## src/rtl/bez_pkg.sv

```systemverilog
// shared widths and constants for the cubic bezier sampler
// no dependencies
package bez_pkg;

  localparam int COORD_WIDTH_DEF = 24;
  localparam int MAX_SEG_DEF     = 63;
  localparam int R_W             = 6;   // resolution and sample index
  localparam int DEN_W           = 18;  // r^3 for r up to 63
  localparam int W_W             = 20;  // bernstein weights, up to 63^3
  localparam int HALF_Q          = 2048;
  localparam int NUM_PTS         = 4;
  localparam logic [R_W-1:0] RES_RESET = R_W'(16);

endpackage

```

## src/rtl/bez_if.sv

```systemverilog
// channel interfaces: curve input and sampled point output
// depends on nothing; widths come in through parameters
interface bez_curve_if #(parameter int CW = 24);
  logic valid;
  logic ready;
  logic signed [CW-1:0] start_x;
  logic signed [CW-1:0] start_y;
  logic signed [CW-1:0] ctrl1_x;
  logic signed [CW-1:0] ctrl1_y;
  logic signed [CW-1:0] ctrl2_x;
  logic signed [CW-1:0] ctrl2_y;
  logic signed [CW-1:0] end_x;
  logic signed [CW-1:0] end_y;
  modport source (output valid, start_x, start_y, ctrl1_x, ctrl1_y, ctrl2_x, ctrl2_y,
                  end_x, end_y, input ready);
  modport sink (input valid, start_x, start_y, ctrl1_x, ctrl1_y, ctrl2_x, ctrl2_y,
                end_x, end_y, output ready);
endinterface


```

## src/rtl/bez_front.sv

```systemverilog
// front end: takes curves, clamps the resolution, holds them in a two-entry queue
// depends on bez_pkg and bez_if
module bez_front #(
  parameter int COORD_WIDTH  = bez_pkg::COORD_WIDTH_DEF,
  parameter int MAX_SEGMENTS = bez_pkg::MAX_SEG_DEF
) (
  input  logic clk,
  input  logic rst,
  input  logic [bez_pkg::R_W-1:0] resolution,
  bez_curve_if.sink curve,
  output logic head_valid,
  input  logic head_pop,
  output logic [bez_pkg::R_W-1:0] head_r,
  output logic [bez_pkg::NUM_PTS-1:0][COORD_WIDTH-1:0] head_xs,
  output logic [bez_pkg::NUM_PTS-1:0][COORD_WIDTH-1:0] head_ys
);
  import bez_pkg::*;

  logic [1:0][R_W-1:0] ent_r;
  logic [1:0][NUM_PTS-1:0][COORD_WIDTH-1:0] ent_xs, ent_ys;
  logic wr_ptr, rd_ptr;
  logic [1:0] count;
  logic push;
  logic [R_W-1:0] r_clamped;

  always_comb begin
    if (resolution == '0) begin
      r_clamped = R_W'(1);
    end else if (resolution > R_W'(MAX_SEGMENTS)) begin
      r_clamped = R_W'(MAX_SEGMENTS);
    end else begin
      r_clamped = resolution;
    end
  end

  assign curve.ready = (count != 2'd2);
  assign push        = curve.valid && curve.ready;
  assign head_valid  = (count != 2'd0);
  assign head_r      = ent_r[rd_ptr];
  assign head_xs     = ent_xs[rd_ptr];
  assign head_ys     = ent_ys[rd_ptr];

  always_ff @(posedge clk) begin
    if (rst) begin
      wr_ptr <= 1'b0;
      rd_ptr <= 1'b0;
      count  <= 2'd0;
    end else begin
      if (push) begin
        wr_ptr <= ~wr_ptr;
      end
      if (head_pop) begin
        rd_ptr <= ~rd_ptr;
      end
      count <= count + {1'b0, push} - {1'b0, head_pop};
    end
  end

  always_ff @(posedge clk) begin
    if (push) begin
      ent_r[wr_ptr]  <= r_clamped;
      ent_xs[wr_ptr] <= {curve.end_x, curve.ctrl2_x, curve.ctrl1_x, curve.start_x};
      ent_ys[wr_ptr] <= {curve.end_y, curve.ctrl2_y, curve.ctrl1_y, curve.start_y};
    end
  end

`ifndef ASSERT_OFF
  a_count_range: assert property (@(posedge clk) disable iff (rst) count <= 2'd2)
    else $error("queue count out of range");
  a_no_pop_empty: assert property (@(posedge clk) disable iff (rst)
    head_pop |-> head_valid)
    else $error("pop from empty queue");
  a_push_full: assert property (@(posedge clk) disable iff (rst)
    (count == 2'd2 && !head_pop) |=> count == 2'd2)
    else $error("full queue lost an entry");
`endif

endmodule

```

## src/flat_wrapper.sv

```systemverilog
// flat-port wrapper written by rule: the top's interface ports become plain ports
module bez_front_flat import bez_pkg::*;
#(
  parameter int COORD_WIDTH  = bez_pkg::COORD_WIDTH_DEF,
  parameter int MAX_SEGMENTS = bez_pkg::MAX_SEG_DEF
)
  (clk, rst, resolution, head_valid, head_pop, head_r, head_xs, head_ys, curve_valid, curve_start_x, curve_start_y, curve_ctrl1_x, curve_ctrl1_y, curve_ctrl2_x, curve_ctrl2_y, curve_end_x, curve_end_y, curve_ready);
  bez_curve_if curve_i ();
  input  logic clk;
  input  logic rst;
  input  logic [bez_pkg::R_W-1:0] resolution;
  output logic head_valid;
  input  logic head_pop;
  output logic [bez_pkg::R_W-1:0] head_r;
  output logic [bez_pkg::NUM_PTS-1:0][COORD_WIDTH-1:0] head_xs;
  output logic [bez_pkg::NUM_PTS-1:0][COORD_WIDTH-1:0] head_ys;
  input wire logic [$bits(curve_i.valid)-1:0] curve_valid;
  input wire logic [$bits(curve_i.start_x)-1:0] curve_start_x;
  input wire logic [$bits(curve_i.start_y)-1:0] curve_start_y;
  input wire logic [$bits(curve_i.ctrl1_x)-1:0] curve_ctrl1_x;
  input wire logic [$bits(curve_i.ctrl1_y)-1:0] curve_ctrl1_y;
  input wire logic [$bits(curve_i.ctrl2_x)-1:0] curve_ctrl2_x;
  input wire logic [$bits(curve_i.ctrl2_y)-1:0] curve_ctrl2_y;
  input wire logic [$bits(curve_i.end_x)-1:0] curve_end_x;
  input wire logic [$bits(curve_i.end_y)-1:0] curve_end_y;
  output wire logic [$bits(curve_i.ready)-1:0] curve_ready;
  assign curve_i.valid = curve_valid;
  assign curve_i.start_x = curve_start_x;
  assign curve_i.start_y = curve_start_y;
  assign curve_i.ctrl1_x = curve_ctrl1_x;
  assign curve_i.ctrl1_y = curve_ctrl1_y;
  assign curve_i.ctrl2_x = curve_ctrl2_x;
  assign curve_i.ctrl2_y = curve_ctrl2_y;
  assign curve_i.end_x = curve_end_x;
  assign curve_i.end_y = curve_end_y;
  assign curve_ready = curve_i.ready;
  bez_front #(.COORD_WIDTH(COORD_WIDTH), .MAX_SEGMENTS(MAX_SEGMENTS)) u_core (.clk(clk), .rst(rst), .resolution(resolution), .curve(curve_i), .head_valid(head_valid), .head_pop(head_pop), .head_r(head_r), .head_xs(head_xs), .head_ys(head_ys));
endmodule
```

## config.mk

```make
export PLATFORM = sky130hd
export DESIGN_NAME = bez_front_flat
export DESIGN_NICKNAME = d
export VERILOG_FILES = /design/src/rtl/bez_pkg.sv /design/src/rtl/bez_if.sv /design/src/rtl/bez_front.sv /design/src/flat_wrapper.sv
export SDC_FILE = /design/constraint.sdc
export NUM_CORES = 1
export LEC_CHECK = 0
export BUFFER_PORTS_ARGS = -buffer_cell sky130_fd_sc_hd__buf_2
export CORE_MARGIN = 4
export CORE_UTILIZATION = 52
export DETAILED_ROUTE_END_ITERATION = 6
export PLACE_DENSITY_LB_ADDON = 0.2
export SYNTH_ARGS = -nofsm -noshare
export SYNTH_HDL_FRONTEND = slang
export SYNTH_SLANG_ARGS = --single-unit
```

## constraint.sdc

```tcl
create_clock -name clk -period 15.4 [get_ports clk]
set_input_delay 3.08 -clock clk [delete_from_list [all_inputs] [get_ports clk]]
set_output_delay 3.08 -clock clk [all_outputs]
set_load 0.005 [all_outputs]
```

-- Yosys cells after proc, flatten, opt, wreduce, memory -nomap -nowiden
Index checks and enable logic that the tools add are counted.
- flip-flop bits (word level): 400
- input port bits: 202
- output and inout port bits: 200
- logic and storage cells: 49
- $add $sub $neg: 2
- magnitude comparators: 4
- equality and inequality tests: 1
- multiplexer cells: 15
- bitwise logic cells: 2
- reductions and logical operators: 4
- operators by type and width (kind ; count):
    $mux W96 ; 5
    $bwmux W192 ; 2
    $demux W96 S1 ; 1
    $mux W6 ; 5
    $bwmux W12 ; 1
    $demux W6 S1 ; 1
    $gt A6 B6 Y1 const B ; 1
    $logic_not A6 Y1 ; 1
    $lt A1 B2 Y1 const B ; 2
    $add A2 B1 Y2 ; 1
    $logic_and A1 B1 Y1 ; 2
    $ne A2 B2 Y1 const B ; 1
    $not A1 Y1 ; 2
    $reduce_bool A2 Y1 ; 1
    $sub A2 B1 Y2 ; 1
    $ge A1 B1 Y1 const B ; 1

-- Logic depth before layout (Yosys ltp)
- depth after elaboration: 5
- gate-level depth with buffers: 7
- gate-level depth less buffers: 7

-- Least setup slack after synthesis
Ideal clock, no wire load.
- path kind: input -> register
- from: input port curve_valid
- to: register u_core.ent_r[0] in the netlist's numbering (enable)
- setup time: 0.783 ns
- data arrival time: 11.928 ns
- required time: 14.617 ns
- path slack: 2.689 ns
- stages: 2
- buffers on the path: 0
- path through: and2_1 nor2b_1
- cells in the longest elaborated chain, start to end: 1
- RTL lines (what ; RTL line ; source):
    start: declaration ; flat_wrapper.sv:17 ; input wire logic [$bits(curve_i.valid)-1:0] curve_valid;
    $logic_and A1 B1 Y1 ; bez_front.sv:37 ; assign push = curve.valid && curve.ready;
    end signal: indexed assignment ; bez_front.sv:61 ; ent_r[wr_ptr] <= r_clamped;
    end: declaration ; bez_front.sv:19 ; logic [1:0][R_W-1:0] ent_r;
No other way between the ends.
A chain may end at the register's enable or synchronous reset.

==> results.cfg <==
[yosys]
synth.cells.most_frequent = 396 x sky130_fd_sc_hd__edfxtp_1, 100 x sky130_fd_sc_hd__mux2_4, 98 x sky130_fd_sc_hd__mux2_2, 14 x sky130_fd_sc_hd__buf_6, 8 x sky130_fd_sc_hd__buf_2
synth_top_cells_by_area = sky130_fd_sc_hd__edfxtp_1 80%, sky130_fd_sc_hd__mux2_4 10%, sky130_fd_sc_hd__mux2_2 7.4%
synth_ff_type = sky130_fd_sc_hd__edfxtp_1
yosysUniqueCellTypes = 21
warning_count_from_the_yosys_run = 0
biggest_area_consumer_among_synthesized_cells = sky130_fd_sc_hd__edfxtp_1
yosys.cell_count.top_type = sky130_fd_sc_hd__edfxtp_1
synth_cells = 646
synth_largest_type_area_fraction_pct = 79.6
synth_async_sr_flop_share_pct = 0
syn-mean-instance-area_um2 = 23.1
synthesis.area_um2 = 14900
ys_seq_area_share_pct = 80.2
postSynthNetCount = 850
number_of_synthesized_flops_with_an_enable_pin = 396
yosys_reg_bits = 400

[timing]
min_period_over_period_pct = 41.9
holdWs_ns = 0.568
clock_skew_ns = 0.00913
rsz0062_at_grt = false
postLayoutSetupSlackWorst_ns = 8.95
timing.final.setup_violations = 0
final_max_slew_viol_count = 0
finalWorstPathRequiredPeriod_ns = 6.45
worst_pin_slew_ns = 1.03
finalSetupTns_ns = 0
timing.final.hold_violations = 0
fmax_mhz = 155
slew_headroom_pct = 31.2

[worst_setup_path]
timing.critical_path.slowest_stage_cell = sky130_fd_sc_hd__buf_4
path_class = reg -> out
start_kind = flip-flop
r2r_start = u_core.count[0]
reg2reg_to = u_core.ent_ys[75]
worst_setup_path_endpoint = head_ys[28]
critical_path.max_stage_delay_ns = 0.89
critical-path-top-delay-family = buffers and inverters
cp.buffers_inverters = 3
arrival_time_at_the_worst_endpoint_ns = 3.37
cp.required_ns = 12.32
path_cells = buf_4 -> buf_4 -> mux2_2 -> buf_2
worst_r2r_path_depth = 5
cp-end-kind = output pin
worst_path_most_repeated_cell = sky130_fd_sc_hd__buf_4
crit_start = u_core.rd_ptr
crit_cells = 4
reg2reg_setup_slack_ns = 12.52
worst-path-max-fanout = 57

[clocking]
clock_latency_ns = 0.50
postCtsSetupRepairBufs = 0
clock_sink_count = 400
tritoncts = built
ctsResizeCount = 0
htree_num_levels = 2
clock_path_buffers = 3
cts_made_buffers = 40
ctsRootBufferMaster = sky130_fd_sc_hd__clkbuf_16
number_of_hold_buffers_added_after_cts = 0
clkTransAtPathRegs_ns = 0.06

[global_route]
globalRoute.totalOverflow = 0
global_route_usage_sum_pct = 18.7
grt_use_met1_pct = 21.7
first_global_vias = 7739
grt_util_met2_pct = 31.2
globalRoute.busiestLayer = met2
grt_pass1_wl_um = 44600
met3_usage_pct = 7.75
grt_antenna_before_repair = 7
largest_net_degree_at_the_start_of_global_routing = 74

[place]
place_congestion = 0.757
dpl_cell_area_um2 = 17300
pre_cts_slack_ns = 9.45
detailedPlacementHpwl_um = 21300
port-buffer-count = 401

[floorplan]
chipHeight_um = 177
die_w_um = 177
ios = 402
initial_core_util_pct = 53.2
core_area_um2 = 28100
die-area_um2 = 31500
placementRows = 61

[drt]
drc = 0
vias = 7413
final_antenna_net_count = 0
routedWlPerCell_um = 20.6
drt_pass1_iterations = 5
initialDrtViolationCount = 518
detail_route.wirelength_um = 30500
vias_per_cell = 5.02

[min_path]
hold_path.startpoint = u_core.wr_ptr
worst_hold_path_type = reg -> reg

[power_and_ir_drop]
power.share.sequential_pct = 52.7
report.power.total_mw = 2.73
ir_worst_vdd_mv = 0.122
sw_power_mw = 0.631
internal_power_mw = 2.10
power_leakage_nw = 7.08
swShare_pct = 23.1
share_clk_of_total_power_pct = 31.0
power.share.combinational_pct = 16.3
powerDensity_nw_per_um2 = 148

[final_layout]
syn2layout_area_growth_pct = 23.4
drive_gt1_share_pct = 60.0
design.final.nets = 1274
final_area_um2 = 18400

[status]
status = finished, final reports clean

[job]
max-cap-violations = 0
==> worst min-delay path: stages, from the launching register on <==
cell and delay (ns):
sky130_fd_sc_hd__dfxtp_1 0.36, sky130_fd_sc_hd__nand2b_1 0.09, sky130_fd_sc_hd__o21ai_0 0.07
==> registers in the layout, indices dropped and copies added, names as in the netlist <==
register,cells
u_core.count,2
u_core.ent_xs,192
u_core.wr_ptr,1
u_core.ent_ys,192
u_core.ent_r,12
u_core.rd_ptr,1
==> logic make-up (layout without fill, tap and decap cells) <==
family	after synthesis	in the layout	synth area share (%)
DFF	400	400	80.2
muxes	198	198	17.4
buffers and inverters	29	479	1.50
and+or+nand+nor	12	12	0.453
xor gates and xnor gates	3	3	0.176
adders and majority gates	2	2	0.168
AOI/OAI and AO/OA	2	2	0.0838
other	0	4	0
==> through the flow <==
| stage | std cells | utilization [%] |
|---|---|---|
| after CTS | 1474 | 65.5 |
| final | 1478 | 65.6 |
| after floorplan | 646 | - |
| after global placement | 1406 | 61.5 |
| after detailed placement | 1406 | 61.5 |
| after global routing | 1477 | 65.6 |
==> layout by cell type, fill, tap and decap left out <==
cell,n
sky130_fd_sc_hd__buf_2,401
sky130_fd_sc_hd__edfxtp_1,396
sky130_fd_sc_hd__mux2_4,100
sky130_fd_sc_hd__mux2_2,98
sky130_fd_sc_hd__clkbuf_16,41
sky130_fd_sc_hd__clkbuf_1,11
sky130_fd_sc_hd__clkinv_1,10
sky130_fd_sc_hd__buf_4,8
sky130_fd_sc_hd__clkinv_2,5
sky130_fd_sc_hd__diode_2,4
sky130_fd_sc_hd__nor2_1,3
sky130_fd_sc_hd__dfxtp_1,3
sky130_fd_sc_hd__nand2b_1,2
sky130_fd_sc_hd__inv_1,2
sky130_fd_sc_hd__xnor2_1,2
sky130_fd_sc_hd__ha_1,2
sky130_fd_sc_hd__and2_1,1
sky130_fd_sc_hd__and3_4,1
sky130_fd_sc_hd__nor2b_4,1
sky130_fd_sc_hd__or4_1,1
sky130_fd_sc_hd__o21bai_1,1
sky130_fd_sc_hd__or2_2,1
sky130_fd_sc_hd__nor2b_1,1
sky130_fd_sc_hd__xor2_1,1
sky130_fd_sc_hd__nand3_1,1
sky130_fd_sc_hd__o21ai_0,1
sky130_fd_sc_hd__inv_6,1
sky130_fd_sc_hd__dfxtp_4,1
==> per-layer routing <==
| metal | up-vias | wire length (µm) |
|---|---|---|
| li1 | 3426 | - |
| met1 | 3578 | 11100 |
| met2 | 335 | 14800 |
| met3 | 68 | 3460 |
| met4 | 6 | 1040 |
| met5 | - | 28 |
==> layout make-up <==
class	instances	area, µm²
timing repair buffer	409	2070
clock inverter	16	71.3
tap	378	473
sequential	400	12000
clock buffer	52	1070
multi-input combinational	217	2750
antenna	4	10.0
inverter	2	7.51
fill	2026	9670
==> worst min-delay path by stage <==
| stage | endpoint | slack, ns | cells past startpoint |
|---|---|---|---|
| 4_1_cts | u_core.wr_ptr | 0.57 | 2 |
| 6_report | u_core.wr_ptr | 0.57 | 2 |
| 3_5_place_dp | u_core.wr_ptr | 0.56 | 2 |
| 3_3_place_gp | u_core.wr_ptr | 0.53 | 2 |
| 5_1_grt | u_core.wr_ptr | 0.59 | 2 |
| 2_1_floorplan | u_core.wr_ptr | 0.47 | 2 |
==> power groups by stage <==
stage	Sequential, mW	Combinational (mW)	Clock, mW
floorplan	1.49	0.260	0
detailed placement	1.47	0.453	0
CTS	1.44	0.455	0.870
global placement	1.46	0.449	0
finish	1.44	0.446	0.847
global route	1.46	0.485	0.919
Power figures use the tool's default switching activity.
