[src/rtl/bez_pkg.sv]
// shared widths and constants for the cubic bezier sampler
// no dependencies
package bez_pkg;

  localparam int COORD_WIDTH_DEF = 24;
  localparam int MAX_SEG_DEF     = 63;
  localparam int R_W             = 6;   // resolution and sample index
  localparam int DEN_W           = 18;  // r^3 for r up to 63
  localparam int W_W             = 20;  // bernstein weights, up to 63^3
  localparam int HALF_Q          = 2048;
  localparam int NUM_PTS         = 4;
  localparam logic [R_W-1:0] RES_RESET = R_W'(16);

endpackage

[src/rtl/bez_if.sv]


interface bez_point_if #(parameter int CW = 24);
  logic valid;
  logic ready;
  logic signed [CW-1:0] point_x;
  logic signed [CW-1:0] point_y;
  logic [5:0] sample_number;
  logic last_point;
  modport source (output valid, point_x, point_y, sample_number, last_point, input ready);
  modport sink (input valid, point_x, point_y, sample_number, last_point, output ready);
endinterface

[src/rtl/bez_div.sv]
// restoring divider, one quotient bit per cycle
// depends on bez_pkg
module bez_div #(
  parameter int COORD_WIDTH = bez_pkg::COORD_WIDTH_DEF,
  parameter int ACC_W       = COORD_WIDTH + 20
) (
  input  logic clk,
  input  logic rst,
  input  logic start,
  input  logic [ACC_W:0] dividend,
  input  logic [bez_pkg::DEN_W:0] divisor,
  output logic done,
  output logic [COORD_WIDTH-1:0] quotient
);
  import bez_pkg::*;

  localparam int RW    = DEN_W + 2;
  localparam int CNT_W = $clog2(COORD_WIDTH + 1);

  logic [RW-1:0] rem;
  logic [COORD_WIDTH-1:0] low;
  logic [CNT_W-1:0] cnt;
  logic busy;
  logic [RW-1:0] trial;
  logic fits;

  assign trial = {rem[RW-2:0], low[COORD_WIDTH-1]};
  assign fits  = (trial >= RW'(divisor));

  always_ff @(posedge clk) begin
    if (rst) begin
      busy <= 1'b0;
      done <= 1'b0;
    end else begin
      done <= 1'b0;
      if (start) begin
        busy <= 1'b1;
      end else if (busy && cnt == CNT_W'(1)) begin
        busy <= 1'b0;
        done <= 1'b1;
      end
    end
  end

  // quotient fits in COORD_WIDTH bits, so the top bits seed the remainder
  always_ff @(posedge clk) begin
    if (start) begin
      rem <= RW'(dividend >> COORD_WIDTH);
      low <= dividend[COORD_WIDTH-1:0];
      cnt <= CNT_W'(COORD_WIDTH);
    end else if (busy) begin
      rem      <= fits ? trial - RW'(divisor) : trial;
      low      <= {low[COORD_WIDTH-2:0], 1'b0};
      quotient <= {quotient[COORD_WIDTH-2:0], fits};
      cnt      <= cnt - CNT_W'(1);
    end
  end

endmodule

[src/rtl/bez_back.sv]
// back end: walks the samples of the head curve, one shared multiply-accumulate per lane,
// then a divide by r^3 with rounding; depends on bez_pkg, bez_div, bez_if
module bez_back #(
  parameter int COORD_WIDTH  = bez_pkg::COORD_WIDTH_DEF
) (
  input  logic clk,
  input  logic rst,
  input  logic head_valid,
  output logic head_pop,
  input  logic [bez_pkg::R_W-1:0] head_r,
  input  logic [bez_pkg::NUM_PTS-1:0][COORD_WIDTH-1:0] head_xs,
  input  logic [bez_pkg::NUM_PTS-1:0][COORD_WIDTH-1:0] head_ys,
  bez_point_if.source point
);
  import bez_pkg::*;

  localparam int ACC_W = COORD_WIDTH + 20;
  localparam int VW    = COORD_WIDTH + 14;
  localparam logic signed [VW-1:0] HI = VW'((longint'(1) << (COORD_WIDTH - 1)) - 1);
  localparam logic signed [VW-1:0] LO = -HI - VW'(1);

  typedef enum logic [2:0] {S_IDLE, S_SQ, S_CUBE, S_MAC, S_PREP, S_DIV, S_OUT} state_t;

  state_t state;
  logic [R_W-1:0] i_q, a_q;
  logic [2*R_W-1:0] a2, i2, r2;
  logic [NUM_PTS-1:0][W_W-1:0] w_q;
  logic [DEN_W-1:0] den;
  logic [1:0] k;
  logic signed [ACC_W-1:0] acc_x, acc_y;
  logic neg_x, neg_y;

  logic signed [ACC_W-1:0] w_ext, px_ext, py_ext;
  logic [ACC_W-1:0] mag_x, mag_y;
  logic [ACC_W:0] dvd_x, dvd_y;
  logic [DEN_W:0] dvs;
  logic div_start, done_x, done_y;
  logic [COORD_WIDTH-1:0] q_x, q_y;
  logic signed [VW-1:0] qs_x, qs_y, v_x, v_y;
  logic [COORD_WIDTH-1:0] res_x, res_y;
  logic load;

  assign w_ext  = ACC_W'(w_q[k]);
  assign px_ext = ACC_W'($signed(head_xs[k]));
  assign py_ext = ACC_W'($signed(head_ys[k]));

  assign mag_x = acc_x[ACC_W-1] ? ACC_W'(-acc_x) : ACC_W'(acc_x);
  assign mag_y = acc_y[ACC_W-1] ? ACC_W'(-acc_y) : ACC_W'(acc_y);
  // round half away from zero: (2*mag + den) / (2*den)
  assign dvd_x = {mag_x, 1'b0} + (ACC_W+1)'(den);
  assign dvd_y = {mag_y, 1'b0} + (ACC_W+1)'(den);
  assign dvs   = {den, 1'b0};
  assign div_start = (state == S_PREP);

  bez_div #(.COORD_WIDTH(COORD_WIDTH), .ACC_W(ACC_W)) u_div_x (
    .clk(clk), .rst(rst), .start(div_start), .dividend(dvd_x), .divisor(dvs),
    .done(done_x), .quotient(q_x)
  );
  bez_div #(.COORD_WIDTH(COORD_WIDTH), .ACC_W(ACC_W)) u_div_y (
    .clk(clk), .rst(rst), .start(div_start), .dividend(dvd_y), .divisor(dvs),
    .done(done_y), .quotient(q_y)
  );

  // sign, minus one half, saturate
  always_comb begin
    qs_x = VW'(q_x);
    qs_y = VW'(q_y);
    v_x  = (neg_x ? -qs_x : qs_x) - VW'(HALF_Q);
    v_y  = (neg_y ? -qs_y : qs_y) - VW'(HALF_Q);
    if (v_x > HI) begin
      res_x = COORD_WIDTH'(HI);
    end else if (v_x < LO) begin
      res_x = COORD_WIDTH'(LO);
    end else begin
      res_x = COORD_WIDTH'(v_x);
    end
    if (v_y > HI) begin
      res_y = COORD_WIDTH'(HI);
    end else if (v_y < LO) begin
      res_y = COORD_WIDTH'(LO);
    end else begin
      res_y = COORD_WIDTH'(v_y);
    end
  end

  assign load     = (state == S_OUT) && (!point.valid || point.ready);
  assign head_pop = load && (i_q == head_r);

  always_ff @(posedge clk) begin
    if (rst) begin
      state       <= S_IDLE;
      point.valid <= 1'b0;
    end else begin
      if (load) begin
        point.valid <= 1'b1;
      end else if (point.ready) begin
        point.valid <= 1'b0;
      end
      case (state)
        S_IDLE: begin
          if (head_valid) begin
            state <= S_SQ;
          end
        end
        S_SQ:   state <= S_CUBE;
        S_CUBE: state <= S_MAC;
        S_MAC: begin
          if (k == 2'd3) begin
            state <= S_PREP;
          end
        end
        S_PREP: state <= S_DIV;
        S_DIV: begin
          if (done_x) begin
            state <= S_OUT;
          end
        end
        S_OUT: begin
          if (load) begin
            state <= (i_q == head_r) ? S_IDLE : S_SQ;
          end
        end
        default: state <= S_IDLE;
      endcase
    end
  end

  always_ff @(posedge clk) begin
    case (state)
      S_IDLE: begin
        i_q <= '0;
      end
      S_SQ: begin
        a_q <= head_r - i_q;
        a2  <= (2*R_W)'(head_r - i_q) * (2*R_W)'(head_r - i_q);
        i2  <= (2*R_W)'(i_q) * (2*R_W)'(i_q);
        r2  <= (2*R_W)'(head_r) * (2*R_W)'(head_r);
      end
      S_CUBE: begin
        w_q[0] <= W_W'(a2) * W_W'(a_q);
        w_q[1] <= W_W'(a2) * W_W'(i_q) * W_W'(3);
        w_q[2] <= W_W'(i2) * W_W'(a_q) * W_W'(3);
        w_q[3] <= W_W'(i2) * W_W'(i_q);
        den    <= DEN_W'(DEN_W'(r2) * DEN_W'(head_r));
        acc_x  <= '0;
        acc_y  <= '0;
        k      <= 2'd0;
      end
      S_MAC: begin
        acc_x <= acc_x + w_ext * px_ext;
        acc_y <= acc_y + w_ext * py_ext;
        k     <= k + 2'd1;
      end
      S_PREP: begin
        neg_x <= acc_x[ACC_W-1];
        neg_y <= acc_y[ACC_W-1];
      end
      S_OUT: begin
        if (load) begin
          point.point_x       <= res_x;
          point.point_y       <= res_y;
          point.sample_number <= 6'(i_q);
          point.last_point    <= (i_q == head_r);
          i_q                 <= i_q + R_W'(1);
        end
      end
      default: ;
    endcase
  end

`ifndef ASSERT_OFF
  a_busy_has_curve: assert property (@(posedge clk) disable iff (rst)
    (state != S_IDLE) |-> head_valid)
    else $error("sampling without a queued curve");
  a_index_bound: assert property (@(posedge clk) disable iff (rst)
    (state != S_IDLE) |-> (i_q <= head_r))
    else $error("sample index past resolution");
  a_lanes_together: assert property (@(posedge clk) disable iff (rst) done_x == done_y)
    else $error("divider lanes out of step");
  a_done_in_div: assert property (@(posedge clk) disable iff (rst)
    done_x |-> (state == S_DIV))
    else $error("divider finished outside divide phase");
`endif

endmodule

[src/flat_wrapper.sv]
// flat-port wrapper written by rule: the top's interface ports become plain ports
module bez_back_flat import bez_pkg::*;
#(
  parameter int COORD_WIDTH  = bez_pkg::COORD_WIDTH_DEF
)
  (clk, rst, head_valid, head_pop, head_r, head_xs, head_ys, point_valid, point_point_x, point_point_y, point_sample_number, point_last_point, point_ready);
  bez_point_if point_i ();
  input  logic clk;
  input  logic rst;
  input  logic head_valid;
  output logic head_pop;
  input  logic [bez_pkg::R_W-1:0] head_r;
  input  logic [bez_pkg::NUM_PTS-1:0][COORD_WIDTH-1:0] head_xs;
  input  logic [bez_pkg::NUM_PTS-1:0][COORD_WIDTH-1:0] head_ys;
  output wire logic [$bits(point_i.valid)-1:0] point_valid;
  output wire logic [$bits(point_i.point_x)-1:0] point_point_x;
  output wire logic [$bits(point_i.point_y)-1:0] point_point_y;
  output wire logic [$bits(point_i.sample_number)-1:0] point_sample_number;
  output wire logic [$bits(point_i.last_point)-1:0] point_last_point;
  input wire logic [$bits(point_i.ready)-1:0] point_ready;
  assign point_valid = point_i.valid;
  assign point_point_x = point_i.point_x;
  assign point_point_y = point_i.point_y;
  assign point_sample_number = point_i.sample_number;
  assign point_last_point = point_i.last_point;
  assign point_i.ready = point_ready;
  bez_back #(.COORD_WIDTH(COORD_WIDTH)) u_core (.clk(clk), .rst(rst), .head_valid(head_valid), .head_pop(head_pop), .head_r(head_r), .head_xs(head_xs), .head_ys(head_ys), .point(point_i));
endmodule
[config.mk]
export PLATFORM = sky130hd
export DESIGN_NAME = bez_back_flat
export DESIGN_NICKNAME = d
export VERILOG_FILES = /design/src/rtl/bez_pkg.sv /design/src/rtl/bez_if.sv /design/src/rtl/bez_div.sv /design/src/rtl/bez_back.sv /design/src/flat_wrapper.sv
export SDC_FILE = /design/constraint.sdc
export NUM_CORES = 2
export LEC_CHECK = 0
export BUFFER_PORTS_ARGS = -buffer_cell sky130_fd_sc_hd__buf_2
export CELL_PAD_IN_SITES_DETAIL_PLACEMENT = 1
export CELL_PAD_IN_SITES_GLOBAL_PLACEMENT = 1
export CORE_MARGIN = 2
export CORE_UTILIZATION = 40
export CTS_CLUSTER_DIAMETER = 50
export DETAILED_ROUTE_END_ITERATION = 10
export GPL_TIMING_DRIVEN = 1
export PLACE_DENSITY = 0.64
export SYNTH_ARGS = -nofsm -noshare
export SYNTH_HDL_FRONTEND = slang
export SYNTH_SLANG_ARGS = --single-unit
[constraint.sdc]
create_clock -name clk -period 18.27 [get_ports clk]
set_input_delay 1.827 -clock clk [delete_from_list [all_inputs] [get_ports clk]]
set_output_delay 1.827 -clock clk [all_outputs]
set_load 0.01 [all_outputs]
## Yosys cells after proc, flatten, opt, wreduce, memory -nomap -nowiden

Cells that the tools add are included.

- Register bits: 440
- Bits of input ports: 202
- Output and inout bits: 57
- Logic and storage cells: 144

- Add/subtract/negate cells: 18
- $mul: 12
- $lt $le $gt $ge: 7
- Equality and inequality tests: 14
- Muxes and demuxes: 40
- Bitwise gates (word level): 1
- Reduce and logical (&&, ||, !) cells: 20

Operators with widths:

| kind | number |
|---|---|
| $mux 24 | 8 |
| $pmux 44 s2 | 2 |
| $mux 19 | 6 |
| $bmux 24 s2 | 2 |
| $mul 12x6->18 | 5 |
| $add 44x44->44 | 2 |
| $mul 21x24->44 | 2 |
| $add 43x18->43 | 2 |
| $mux 42 | 2 |
| $neg 42->42 | 2 |
| $gt 38x24->1 const B | 2 |
| $lt 38x24->1 const B | 2 |
| $mux 38 | 2 |
| $neg 24->38 | 2 |
| $sub 38x13->38 const B | 2 |
| $bmux 20 s2 | 1 |
| $ge 20x19->1 | 2 |
| $mul 18x2->20 const B | 2 |
| $sub 19x19->19 | 2 |
| $mul 6x6->12 | 2 |
| $pmux 3 s7 | 1 |
| $mux 20 | 1 |
| $reduce_bool 2->1 | 7 |
| $mul 12x12->12 | 1 |
| 27 further kinds | 50 |

## Depth between registers and ports, before layout

- Word-level depth: 5
- Depth in mapped cells: 34
- Mapped depth without buffers: 30

## Modules after synthesis

A second synthesis with hierarchy kept.

- Cell total of the unflattened synthesis: 8,437
- Area total of the unflattened synthesis: 78,076.1 um^2

Modules (own cells, without submodules):

| module | instances | cells each | area an instance (um^2) | sequential area each (um^2) |
|---|---|---|---|---|
| bez_back | 1 | 7,705 | 69,606.8 | 8,638.3 |
| bez_div at u_core.u_div_x | 1 | 366 | 4,252.8 | 2,152.1 |
| bez_div at u_core.u_div_y | 1 | 366 | 4,216.5 | 2,152.1 |

## Least setup slack after synthesis

OpenSTA, ideal clock, no wires.

- Path type: input -> register
- Start point: input port head_ys[95] (netlist name)
- End point: register u_core.acc_y[42] (data pin)
- Library setup time: 0.266 ns
- Arrival: 8.736 ns
- Required time: 18.004 ns
- Path slack: 9.268 ns
- Cell stages on the path: 26
- Buffers on the path: 1
- Cell sequence: mux2i_1 -> nand2_1 -> o21a_1 -> clkbuf_1 -> nand2_1 -> fa_1 -> inv_1 -> fa_1 -> inv_1 -> fa_1 -> inv_1 -> fa_1 -> inv_1 -> fa_1 -> fa_1 -> fa_1 -> inv_1 -> ha_1 -> and3_1 -> a22o_1 -> a211o_1 -> a31oi_1 -> o21ai_0 -> a211oi_1 -> xor2_1 -> nor2_1

- Longest elaborated chain between the ends: 5

RTL lines:

| item | RTL line | text |
|---|---|---|
| start, declared | flat_wrapper.sv:14 | `input logic [bez_pkg::NUM_PTS-1:0][COORD_WIDTH-1:0] head_ys;` |
| $bmux 24 s2 | bez_back.sv:45 | `assign py_ext = ACC_W'($signed(head_ys[k]));` |
| $mux 24 (not written as such) | bez_back.sv:45 |  |
| $mul 21x24->44 | bez_back.sv:151 | `acc_y <= acc_y + w_ext * py_ext;` |
| $add 44x44->44 | bez_back.sv:151 |  |
| $pmux 44 s2 | bez_back.sv:129 | `case (state)` |
| end signal, assigned | bez_back.sv:151 |  |
| end, declared | bez_back.sv:30 | `logic signed [ACC_W-1:0] acc_x, acc_y;` |

Every way passes these cells. The select of a mux whose other input is x is not followed.
A chain may end at the register's enable or synchronous reset.

## Worst setup path in the final report

- Start point: register u_core.k[1]
- End point: register u_core.acc_y[42] (data pin)

- Longest elaborated chain between the ends: 5
- Elaborated cells on any way between the ends: 7
- Classes of those cells: add/sub: 1; mul: 1; mux: 5

RTL lines:

| item | RTL line | text |
|---|---|---|
| start, declared | bez_back.sv:29 | `logic [1:0] k;` |
| start signal, assigned | bez_back.sv:152 | `k <= k + 2'd1;` |
| $bmux 20 s2 or $bmux 24 s2 (tied branches) | bez_back.sv:43, bez_back.sv:45 |  |
| $mux 20 (not written as such) or $mux 24 (tied branches) | bez_back.sv:43, bez_back.sv:45 |  |
| $mul 21x24->44 (*) | bez_back.sv:151 |  |
| $add 44x44->44 (*) | bez_back.sv:151 |  |
| $pmux 44 s2 (*) | bez_back.sv:129 |  |

Every way passes the cells marked *; elsewhere a longest branch is shown, timed or not. The select of a mux whose other input is x is not followed.

==> results <==
- The flow ran to the end, and the final reports show no timing, DRC or antenna violations.
- Compared with the post-synthesis result, the final layout area differs by 8.97%.
- The starting utilization of the core area is 0.403.
- The total CTS buffers is 74.
- The detailed router placed 59100 vias in this run.
- The synthesized design contains 436 register bits.
- The tree is rooted in a sky130_fd_sc_hd__clkbuf_16.
- The maximum clock path buffer count is 3.
- The cell at the slowest stage of the critical path is sky130_fd_sc_hd__buf_4.
- The start point of the critical path is u_core.k[1].
- The total overflow reported by the global router is 0.
- In this run the tool buffered the top-level ports with 258 buffer cells.
- The fraction of registers with async set/reset is 0.
- The data arrival at the endpoint of the critical path is 10.46 ns.
- For this run, the number of Yosys warnings is 0.
- The number of pins with negative max-slew slack in the final report is 0.
- The overall die height is 442 µm.
- After detailed routing, the total wire length is 248 mm.
- Setup violations remaining at the end of the flow were counted as 0.
- STA puts the critical path data required time at 18.69 ns.
- The clock arrives with 0.0394 ns of skew.
- Synthesis instantiated 86 different standard cells from the library.
- By area, the combinational part of the netlist is dominated by adder cells.
- STA classifies the critical path startpoint as a flop.
- Setup repair after global routing left no endpoint under its margin.
- The overall track demand over capacity in global routing is 0.257.
- The most common library cell in the layout ignoring fill and taps is sky130_fd_sc_hd__inv_1.
- In the layout the commonest cells are sky130_fd_sc_hd__inv_1 (1528), sky130_fd_sc_hd__fa_1 (1307), sky130_fd_sc_hd__nand2_1 (921), sky130_fd_sc_hd__nor2_1 (893), sky130_fd_sc_hd__ha_1 (561).
- Of the total synthesized cell area, the portion taken by XOR and XNOR cells is 0.0538.
- The total standard cell area after synthesis is 76600 µm².
- TritonCTS built the clock tree.
- The HPWL after detailed placement is 201 mm.
- The reported max-cap violation count is 0.
- The final layout contains 10500 nets.
- Of the available clock period, the critical path in the final layout requires 0.549.
- Counting flops with a built-in enable in the synthesized netlist gives 419.
- The via-per-instance ratio is 5.36.
- Routability-driven placement finished with a final weighted congestion of 0.906.
- The worst hold path begins at u_core.u_div_x.quotient[5].
- The critical path class is reg -> reg.
- A synthesized cell averages 9.20 µm².
- The first global-routing pass estimated 388 mm of wire.
- Of the cells placed in the final design, the portion with a size suffix greater than 1 is 0.0796.
- Setup total negative slack on the finished layout was measured at 0 ns.
- The startpoint identified for the worst register-to-register timing path is u_core.k[1].
- The count of endpoints failing hold in the final timing report came to 0.
- In this run the number of H-tree levels came out at 3.
- During I/O placement, the number of pins put on the boundary was 259.
- The headroom to the max-slew limit is 0.191.
- The actual slew at the worst max-slew pin is 1.20 ns.
- The number of antenna violations at the first check in global routing is 10.
- The most used flip-flop cell after synthesis is sky130_fd_sc_hd__edfxtp_1.
- The via count of the first global-routing pass is 65600.
- The highest fanout seen on the critical path is 95.
- In the routed design, unresolved DRC markers number 0.
- The worst setup path is captured at a flop.
- The clock-pin transition on the worst setup and hold timing paths is 0.06 ns.
- For this run, the detailed router's first-pass iteration total came to 5.
- The maximum clock rate is 99.6 MHz.
- After filler insertion, the fill cell instance count of the layout stands at 21900.
- The number of clock sinks is 436.
- Dividing the detail-routed wire length by the instance count gives 22.5 µm.
- The clock reaches the later pin of the worst-skew pair after 0.69 ns.
- The area fraction in compound gates after synthesis is 0.0898.
- The arithmetic-cell share of the synthesized area counting full adders, half adders and majority gates is 0.433.
- For this design, the CTS-stage hold fixing added 0 buffers.
- The minimum clock period is 10.04 ns.
- Synthesis handed over a netlist of 8335 instances.
- The overall die area is 195000 µm².
- In this run, the number of DRC markers left after iteration 0 of detailed routing was 3347.
- The highest cell delay on the worst timing path is 0.90 ns.
- The type of the tightest min-delay check is reg -> reg.
- Entering global routing, the biggest net connects 96 pins.
- The number of core rows is 160.
- The die boundary width is 442 µm.
- The proportion of synthesized chip area in sequential cells is 0.169.
- The cell that appears most often on the critical path is sky130_fd_sc_hd__fa_1.
- Post-CTS timing repair inserted 0 buffers for setup.
- The number of resized instances in the post-cts repair step is 0.
- The multiplexer area fraction after synthesis is 0.0245.
- The final antenna-violating net count is 0.
- The simple-gate portion of the synthesized area is 0.139.
- The core footprint is 190000 µm².
[logic make-up after synthesis]
logic type / after synthesis
simple gates: 2431
buf+inv: 1870
fa+ha+maj: 1868
compound gates: 1081
xor+xnor: 471
flops: 436
mux: 176
other cells: 2
[routing by layer]
metal / GRT usage / vias up / routed length [µm]
met3: 0.0254 / 309 / 8730
met5: 0 / - / 0
met1: 0.344 / 31100 / 109000
met4: 0.0683 / 0 / 7200
met2: 0.444 / 1049 / 123000
li1: - / 26600 / -
[flip-flops by register name, summed over array words and instances (netlist names), 5 cells and up]
| register | cells |
|---|---|
| u_core.a2 | 11 |
| u_core.i_q | 6 |
| u_core.r2 | 11 |
| u_core.u_div_y.rem | 19 |
| u_core.u_div_x.low | 24 |
| u_core.point.point_x | 24 |
| u_core.point.sample_number | 6 |
| u_core.u_div_y.low | 24 |
| u_core.u_div_x.rem | 19 |
| u_core.acc_x | 44 |
| u_core.u_div_x.cnt | 5 |
| u_core.u_div_y.quotient | 24 |
| u_core.acc_y | 44 |
| u_core.den | 18 |
| u_core.u_div_y.cnt | 5 |
| u_core.u_div_x.quotient | 24 |
| u_core.point.point_y | 24 |
| u_core.a_q | 5 |
| u_core.i2 | 11 |
| u_core.w_q | 76 |
[through the flow]
| stage | std cells | setup slack, ns | hold WS (ns) | instance area (µm²) | utilization |
|---|---|---|---|---|---|
| 3_5_place_dp | 10900 | 8.19 | 0.487 | 81000 | 0.426 |
| 4_1_cts | 11000 | 8.25 | 0.486 | 83500 | 0.439 |
| 3_3_place_gp | 10900 | 8.28 | 0.476 | 81000 | 0.426 |
| 5_1_grt | 11000 | 7.60 | 0.504 | 83500 | 0.439 |
| 6_report | 11000 | 8.23 | 0.491 | 83500 | 0.439 |
| 2_1_floorplan | 8343 | 9.27 | 0.424 | 76700 | - |
[critical path, delay by kind of cell, from the launching register on]
kind            cells  cell delay, ns
buf+inv             7            2.35
compound gates      9            2.52
fa+ha+maj           8            3.85
simple gates        3            0.37
xor+xnor            1            0.17
flops               1            0.36
[cell type report]
class,count,area [µm²],share of cell area
antenna,1,2.50,0.0000300
timing repair buffer,377,2180,0.0262
clock buffer,80,1900,0.0227
sequential,436,12900,0.155
clock inverter,54,608,0.00728
tap,2511,3140,0.0376
inverter,1530,5740,0.0688
multi-input combinational,6037,57000,0.683
[cells in the mapped netlist (41+ instances only)]
| library cell | number | area [µm²] |
|---|---|---|
| sky130_fd_sc_hd__a21o_1 | 91 | 683 |
| sky130_fd_sc_hd__o21bai_1 | 64 | 480 |
| sky130_fd_sc_hd__a21oi_1 | 269 | 1350 |
| sky130_fd_sc_hd__nor4_1 | 41 | 257 |
| sky130_fd_sc_hd__ha_1 | 561 | 7020 |
| sky130_fd_sc_hd__mux2i_1 | 103 | 1030 |
| sky130_fd_sc_hd__inv_1 | 1529 | 5740 |
| sky130_fd_sc_hd__and2_1 | 118 | 738 |
| sky130_fd_sc_hd__mux2_2 | 71 | 800 |
| sky130_fd_sc_hd__edfxtp_1 | 419 | 12600 |
| sky130_fd_sc_hd__xnor2_1 | 328 | 2870 |
| sky130_fd_sc_hd__clkbuf_1 | 312 | 1170 |
| sky130_fd_sc_hd__nand2_1 | 922 | 3460 |
| sky130_fd_sc_hd__nor2_1 | 896 | 3360 |
| sky130_fd_sc_hd__nor2b_1 | 41 | 257 |
| sky130_fd_sc_hd__o21a_1 | 87 | 653 |
| sky130_fd_sc_hd__o21ai_0 | 266 | 1330 |
| sky130_fd_sc_hd__nand2b_1 | 50 | 313 |
| sky130_fd_sc_hd__xor2_1 | 143 | 1250 |
| sky130_fd_sc_hd__nor3_1 | 88 | 440 |
| sky130_fd_sc_hd__fa_1 | 1307 | 26200 |
| sky130_fd_sc_hd__nand3_1 | 83 | 415 |
[worst paths after layout]
check,slack [ns],depth (start not counted),to
worst min register to register,0.49,0,u_core.u_div_x.quotient[6]
worst max register to register,8.23,28,u_core.acc_y[42]
worst max-delay path,8.23,28,u_core.acc_y[42]
worst min-delay path,0.49,0,u_core.u_div_x.quotient[6]
Power is not shown: default switching activity piles up to over one toggle a cycle in this logic, so the estimate is an artifact.
